## config.mk

```make
export PLATFORM = sky130hd
export DESIGN_NAME = rhu_div_chain
export DESIGN_NICKNAME = d
export VERILOG_FILES = /design/src/rtl/rgb_to_hsl_unit_assert.svh /design/src/rtl/rhu_pkg.sv /design/src/rtl/rhu_div_cell.sv /design/src/rtl/rhu_div_chain.sv
export SDC_FILE = /design/constraint.sdc
export NUM_CORES = 2
export LEC_CHECK = 0
export BUFFER_PORTS_ARGS = -buffer_cell sky130_fd_sc_hd__buf_4
export CAP_MARGIN = 20
export CORE_ASPECT_RATIO = 1.75
export CORE_MARGIN = 2
export CORE_UTILIZATION = 45
export DETAILED_ROUTE_END_ITERATION = 6
export HOLD_SLACK_MARGIN = 0.15
export PLACE_DENSITY = 0.65
export SLEW_MARGIN = 10
export SYNTH_ARGS = -nofsm -noshare
export SYNTH_HDL_FRONTEND = slang
export SYNTH_SLANG_ARGS = --single-unit
```

## constraint.sdc

```tcl
create_clock -name clk -period 7.7 [get_ports clk]
set_clock_uncertainty 0.1 [all_clocks]
set_input_delay 0.385 -clock clk [delete_from_list [all_inputs] [get_ports clk]]
set_output_delay 0.385 -clock clk [all_outputs]
set_load 0.03 [all_outputs]
```

## src/rtl/rgb_to_hsl_unit_assert.svh

```systemverilog
// Assertion macros for the RGB to HSL converter.
// Used by rgb_to_hsl_unit only; no other dependencies.
`ifndef RGB_TO_HSL_UNIT_ASSERT_SVH
`define RGB_TO_HSL_UNIT_ASSERT_SVH
// Implication checked on every rising clock edge outside reset.
`define RHU_ASSERT_IMPL(lbl, ante, cons) \
  lbl: assert property (@(posedge clk) disable iff (!rst_n) (ante) |-> (cons)) \
    else $error("rgb_to_hsl_unit check failed");
// Next-cycle implication outside reset.
`define RHU_ASSERT_NEXT(lbl, ante, cons) \
  lbl: assert property (@(posedge clk) disable iff (!rst_n) (ante) |=> (cons)) \
    else $error("rgb_to_hsl_unit check failed");
`endif

```

## src/rtl/rhu_pkg.sv

```systemverilog
// Shared types and constants of the RGB to HSL converter.
// No dependencies.
`timescale 1ns / 1ps
package rhu_pkg;
  localparam int CompBits  = 16;
  localparam int HueBits   = 15;
  // Quotient bits kept from each divider (the low bits of its quotient).
  localparam int QBits     = 16;
  // Divider operand width: numerator is 65535*x or 3840*x, x < 2^17.
  localparam int NumBits   = 33;
  localparam int DenBits   = 17;
  localparam int Stages    = NumBits;
  localparam logic [15:0] HueSector = 16'd3840;
  localparam logic [14:0] HueFull   = 15'd23040;
  localparam logic [0:0]  RegMaxComp = 1'b0;

  typedef struct packed {
    logic [15:0] red;
    logic [15:0] green;
    logic [15:0] blue;
  } in_word_t;

  typedef struct packed {
    logic [14:0] hue;
    logic [15:0] saturation;
    logic [15:0] lightness;
    logic        achromatic;
  } out_word_t;

  // Side data that travels with each divider chain.
  typedef struct packed {
    logic        achro;
    logic        neg;     // hue numerator negative
    logic [14:0] base;    // sector offset
  } side_t;
endpackage

```

## src/rtl/rhu_div_cell.sv

```systemverilog
// One restoring-division step: produces one quotient bit per cycle while en is high.
// Depends on rhu_pkg.
`timescale 1ns / 1ps
module rhu_div_cell (
  input  logic                          clk,
  input  logic                          en,
  input  logic [rhu_pkg::NumBits-1:0]   num_i,
  input  logic [rhu_pkg::DenBits-1:0]   den_i,
  input  logic [rhu_pkg::DenBits:0]     rem_i,
  input  logic [rhu_pkg::NumBits-1:0]   quo_i,
  output logic [rhu_pkg::NumBits-1:0]   num_o,
  output logic [rhu_pkg::DenBits-1:0]   den_o,
  output logic [rhu_pkg::DenBits:0]     rem_o,
  output logic [rhu_pkg::NumBits-1:0]   quo_o
);
  import rhu_pkg::*;
  logic [DenBits+1:0] trial;
  logic [DenBits:0]   rem_nxt;
  logic               bit_nxt;

  // Shift in the next numerator bit and try a subtract.
  always_comb begin
    trial = {rem_i, num_i[NumBits-1]} - {2'b00, den_i};
    bit_nxt = !trial[DenBits+1];
    rem_nxt = bit_nxt ? trial[DenBits:0] : {rem_i[DenBits-1:0], num_i[NumBits-1]};
  end

  always_ff @(posedge clk) begin
    if (en) begin
      num_o <= {num_i[NumBits-2:0], 1'b0};
      den_o <= den_i;
      rem_o <= rem_nxt;
      quo_o <= {quo_i[NumBits-2:0], bit_nxt};
    end
  end
endmodule

```

## src/rtl/rhu_div_chain.sv

```systemverilog
// Pipelined unsigned divider: a row of rhu_div_cell stages.
// Depends on rhu_pkg and rhu_div_cell.
`timescale 1ns / 1ps
module rhu_div_chain (
  input  logic                        clk,
  input  logic                        en,
  input  logic [rhu_pkg::NumBits-1:0] num_i,
  input  logic [rhu_pkg::DenBits-1:0] den_i,
  input  logic [rhu_pkg::NumBits-1:0] rem_flag_i,
  output logic [rhu_pkg::QBits-1:0]   quo_o,
  output logic                        rem_nz_o,
  output logic [rhu_pkg::NumBits-1:0] rem_flag_o
);
  import rhu_pkg::*;
  logic [NumBits-1:0] num_s [Stages+1];
  logic [DenBits-1:0] den_s [Stages+1];
  logic [DenBits:0]   rem_s [Stages+1];
  logic [NumBits-1:0] quo_s [Stages+1];

  assign num_s[0] = num_i;
  assign den_s[0] = den_i;
  assign rem_s[0] = '0;
  // quo lane carries the side flags in, shifted out as quotient shifts in
  assign quo_s[0] = rem_flag_i;

  for (genvar k = 0; k < Stages; k++) begin : g_cell
    rhu_div_cell u_cell (
      .clk(clk), .en(en),
      .num_i(num_s[k]), .den_i(den_s[k]), .rem_i(rem_s[k]), .quo_i(quo_s[k]),
      .num_o(num_s[k+1]), .den_o(den_s[k+1]), .rem_o(rem_s[k+1]),
      .quo_o(quo_s[k+1])
    );
  end

  assign quo_o      = quo_s[Stages][QBits-1:0];
  assign rem_nz_o   = |rem_s[Stages];
  assign rem_flag_o = {num_s[Stages][NumBits-1:1], |den_s[Stages]};
endmodule

```

==> results.json <==
{
  "ff2ff_path_depth": 10,
  "drive_above_1_share_pct": 11.3,
  "gp_congestion": 0.887,
  "cts.reportedPaths.clkPinSlew_ps": 60,
  "cp_common_cell": "o31a_1",
  "synth-compound-area-share_pct": 11.5,
  "combPwrFrac_pct": 44.3,
  "wl_per_cell_um": 18.8,
  "vias_per_cell": 5.47,
  "dr_total_vias": 54400,
  "synth_ff_type": "edfxtp_1",
  "cp-start-kind": "flip-flop",
  "first_pass_iters": 7,
  "p_sw_share_pct": 35.5,
  "cts_made_buffers": 183,
  "synth_top_family_by_area": "compound AO/OA/AOI/OAI gates",
  "r2r_end": "g_cell[17].u_cell.rem_o[13]",
  "path_cells": "ha_1 -> fa_1 -> nor2b_1 -> o31a_1 -> o31a_1 -> a41oi_2 -> o41ai_1 -> xor2_2 -> buf_4 -> mux2_2",
  "io_pins": 135,
  "yosys_register_bits": 1819,
  "hold_start": "num_i[31]",
  "cts_tree": "yes",
  "gr-usage-met1_pct": 15.6,
  "cts_max_level": 4,
  "holdCritPathClass": "in -> reg",
  "num-fill-cells": 16900,
  "coreArea_sq_um": 200000,
  "area_growth_syn_to_layout_pct": 11.5,
  "instances_no_fill": 9941,
  "synth_edf_count": 1819,
  "setup_viol": 0,
  "routed_wl_um": 187000,
  "grt_util_met2_pct": 37.5,
  "power_density_nw_per_um2": 436,
  "met3_usage_pct": 2.04,
  "pwr-share-clk_pct": 20.3,
  "synth-simple-area-share_pct": 6.25,
  "ys_warn_count": 0,
  "final_antenna_net_count": 0,
  "leakage_nw": 39.4,
  "grt_pass1_wl_um": 292000,
  "p_seq_share_pct": 35.4,
  "rsz0062_at_grt": "false",
  "top_usage_layer": "met2",
  "ir_drop_uv": 218,
  "muxShareOfSynthArea_pct": 5.48,
  "slew_viol_final": 0,
  "start_util_pct": 45.3,
  "rows": 217,
  "place_inst": 9533,
  "relSlewSlack_pct": 29.2,
  "fin_crit_sh_pct": 54.9,
  "yosysSeqAreaShare_pct": 60.4,
  "p_int_mw": 28.4,
  "cts.sinks": 1819,
  "tns_ps": 0,
  "antenna_found_initial": 3,
  "ys_types": 84,
  "insertion_delay_ps": 810,
  "crit_slowest_cell": "o41ai_1",
  "route.detailed.drc": 1,
  "p_switching_mw": 15.6,
  "worstPathArrival_ps": 4640,
  "root_buffer": "clkbuf_16",
  "whs_endpoint": "g_cell[0].u_cell.num_o[32]",
  "maxCapViolations": 0,
  "crit_type": "reg -> reg",
  "cp_top_family": "compound AO/OA/AOI/OAI gates",
  "io_buffer_count": 69,
  "grt_max_degree": 165,
  "r2r-start": "g_cell[16].u_cell.den_o[0]",
  "synth_cells": 6964,
  "violations": "design-rule violations",
  "outcome": "finished, violations left",
  "clock_path_buffers": 4,
  "whs_path_depth": 2,
  "path_max_fanout": 18,
  "syn_avg_cell_area_sq_um": 13.0,
  "hold_viol": 0,
  "grt_pass1_vias": 57000,
  "grt_usage_pct": 17.9,
  "syn_area_sq_um": 90500,
  "gr-total-overflow": 0,
  "crit_path_end_kind": "flip-flop",
  "die_w_um": 343,
  "period_minus_slack_ps": 4220,
  "fin_nets": 7834,
  "worst-slew-pin-transition_ps": 1060,
  "ys_async_sr_fraction_pct": 0,
  "cp.required_ps": 8120,
  "max_stage_delay_ps": 700,
  "cp_num_buf_inv": 1,
  "r2r_slack_ps": 3480,
  "dieHeight_um": 597,
  "synth_xor_area_share_pct": 4.13,
  "drt_iter0_drc": 2930,
  "die_area_sq_um": 205000,
  "dp_hpwl_um": 136000,
  "max_freq_ghz": 0.237,
  "synthAdderAreaFrac_pct": 8.26
}
## metrics by stage
stage | cell area, sq um | hold slack [ps] | worst slack, ps | util [%] | total power [mW]
final | 101000 | 212 | 3480 | 50.5 | 44.0
after global placement | 94100 | 301 | 3660 | 47.1 | 34.5
after detailed placement | 94100 | 305 | 3540 | 47.1 | 35.1
after CTS | 101000 | 152 | 3480 | 50.5 | 44.3
after floorplan | 90600 | 300 | 4410 | - | 30.0
after global routing | 101000 | 174 | 3320 | 50.5 | 46.7
## cells in the mapped netlist, types with 121 or more instances
master | number | area, sq um
o21a_1 | 121 | 908
o21ai_0 | 312 | 1560
nor2_1 | 443 | 1660
inv_1 | 689 | 2590
xor2_1 | 128 | 1120
clkbuf_1 | 139 | 522
nand2_1 | 254 | 953
edfxtp_1 | 1819 | 54600
a21o_1 | 204 | 1530
ha_1 | 546 | 6830
xnor2_1 | 293 | 2570
mux2_2 | 355 | 4000
a21oi_1 | 465 | 2330
## placed cells by master (no fill, tap or decap), types with 70 or more instances in the layout
cell type,count
buf_4,107
inv_1,689
o21ai_0,312
xor2_1,125
a21oi_1,465
nand3_1,115
mux2_2,355
xnor2_1,276
ha_1,546
nor3_1,70
nor2_1,443
nor2b_1,94
clkbuf_16,187
dlygate4sd3_1,80
o21a_1,121
edfxtp_1,1819
nand2_1,254
a21o_1,204
## power by group through the flow
stage	logic [mW]	clock network, mW	registers, mW
3_3_place_gp	18.8	0	15.7
6_report	19.5	8.93	15.6
5_1_grt	21.4	9.54	15.8
2_1_floorplan	14.8	0	15.2
4_1_cts	19.5	9.22	15.6
3_5_place_dp	19.3	0	15.8
## repair_timing
| item | CTS | global route |
|---|---|---|
| buffers inserted | 0 | 0 |
| resized for setup | 0 | 0 |
| hold endpoints to repair | 200 | 0 |
| hold buffers | 80 | 0 |
## state kept, by name (all words and copies together), names as in the netlist
name and cells:
g_cell.u_cell.rem_o 594, g_cell.u_cell.quo_o 136, g_cell.u_cell.den_o 561, g_cell.u_cell.num_o 528
## kinds of logic after synthesis
kind of cell	count (synthesis)
muxes	437
AOI/OAI and AO/OA	1599
adders and majority gates	578
buffers and inverters	907
other	1
and+or+nand+nor	1199
DFF	1819
xor gates and xnor gates	424
## per-layer routing
metal  vias to the layer above  wire length, um
met5                         -                0
met1                     26600            59300
met4                         0            11500
li1                      26200                -
met2                      1088           111000
met3                       594             5230
## worst max-delay path by stage
stage                                          start  slack [ps]                          end  depth (start not counted)
after floorplan           g_cell[31].u_cell.den_o[0]        4410  g_cell[32].u_cell.rem_o[10]                         11
after global placement    g_cell[16].u_cell.den_o[0]        3660   g_cell[17].u_cell.rem_o[4]                         10
after detailed placement  g_cell[16].u_cell.den_o[0]        3540   g_cell[17].u_cell.rem_o[6]                         10
after CTS                 g_cell[16].u_cell.den_o[0]        3480  g_cell[17].u_cell.rem_o[13]                         10
after global routing      g_cell[31].u_cell.den_o[0]        3320   g_cell[32].u_cell.rem_o[6]                         10
final                     g_cell[16].u_cell.den_o[0]        3480  g_cell[17].u_cell.rem_o[13]                         10
## area by class of cell
| cell class | count | area (sq um) | share of cell area, % |
|---|---|---|---|
| timing repair buffer | 201 | 1880 | 1.86 |
| clock inverter | 111 | 1130 | 1.12 |
| clock buffer | 212 | 4770 | 4.73 |
| antenna | 4 | 10.0 | 0.00993 |
| multi-input combinational | 4277 | 32600 | 32.3 |
| sequential | 1819 | 54600 | 54.2 |
| inverter | 689 | 2590 | 2.56 |
| tap | 2628 | 3290 | 3.26 |
(Power assumes the default switching activity.)
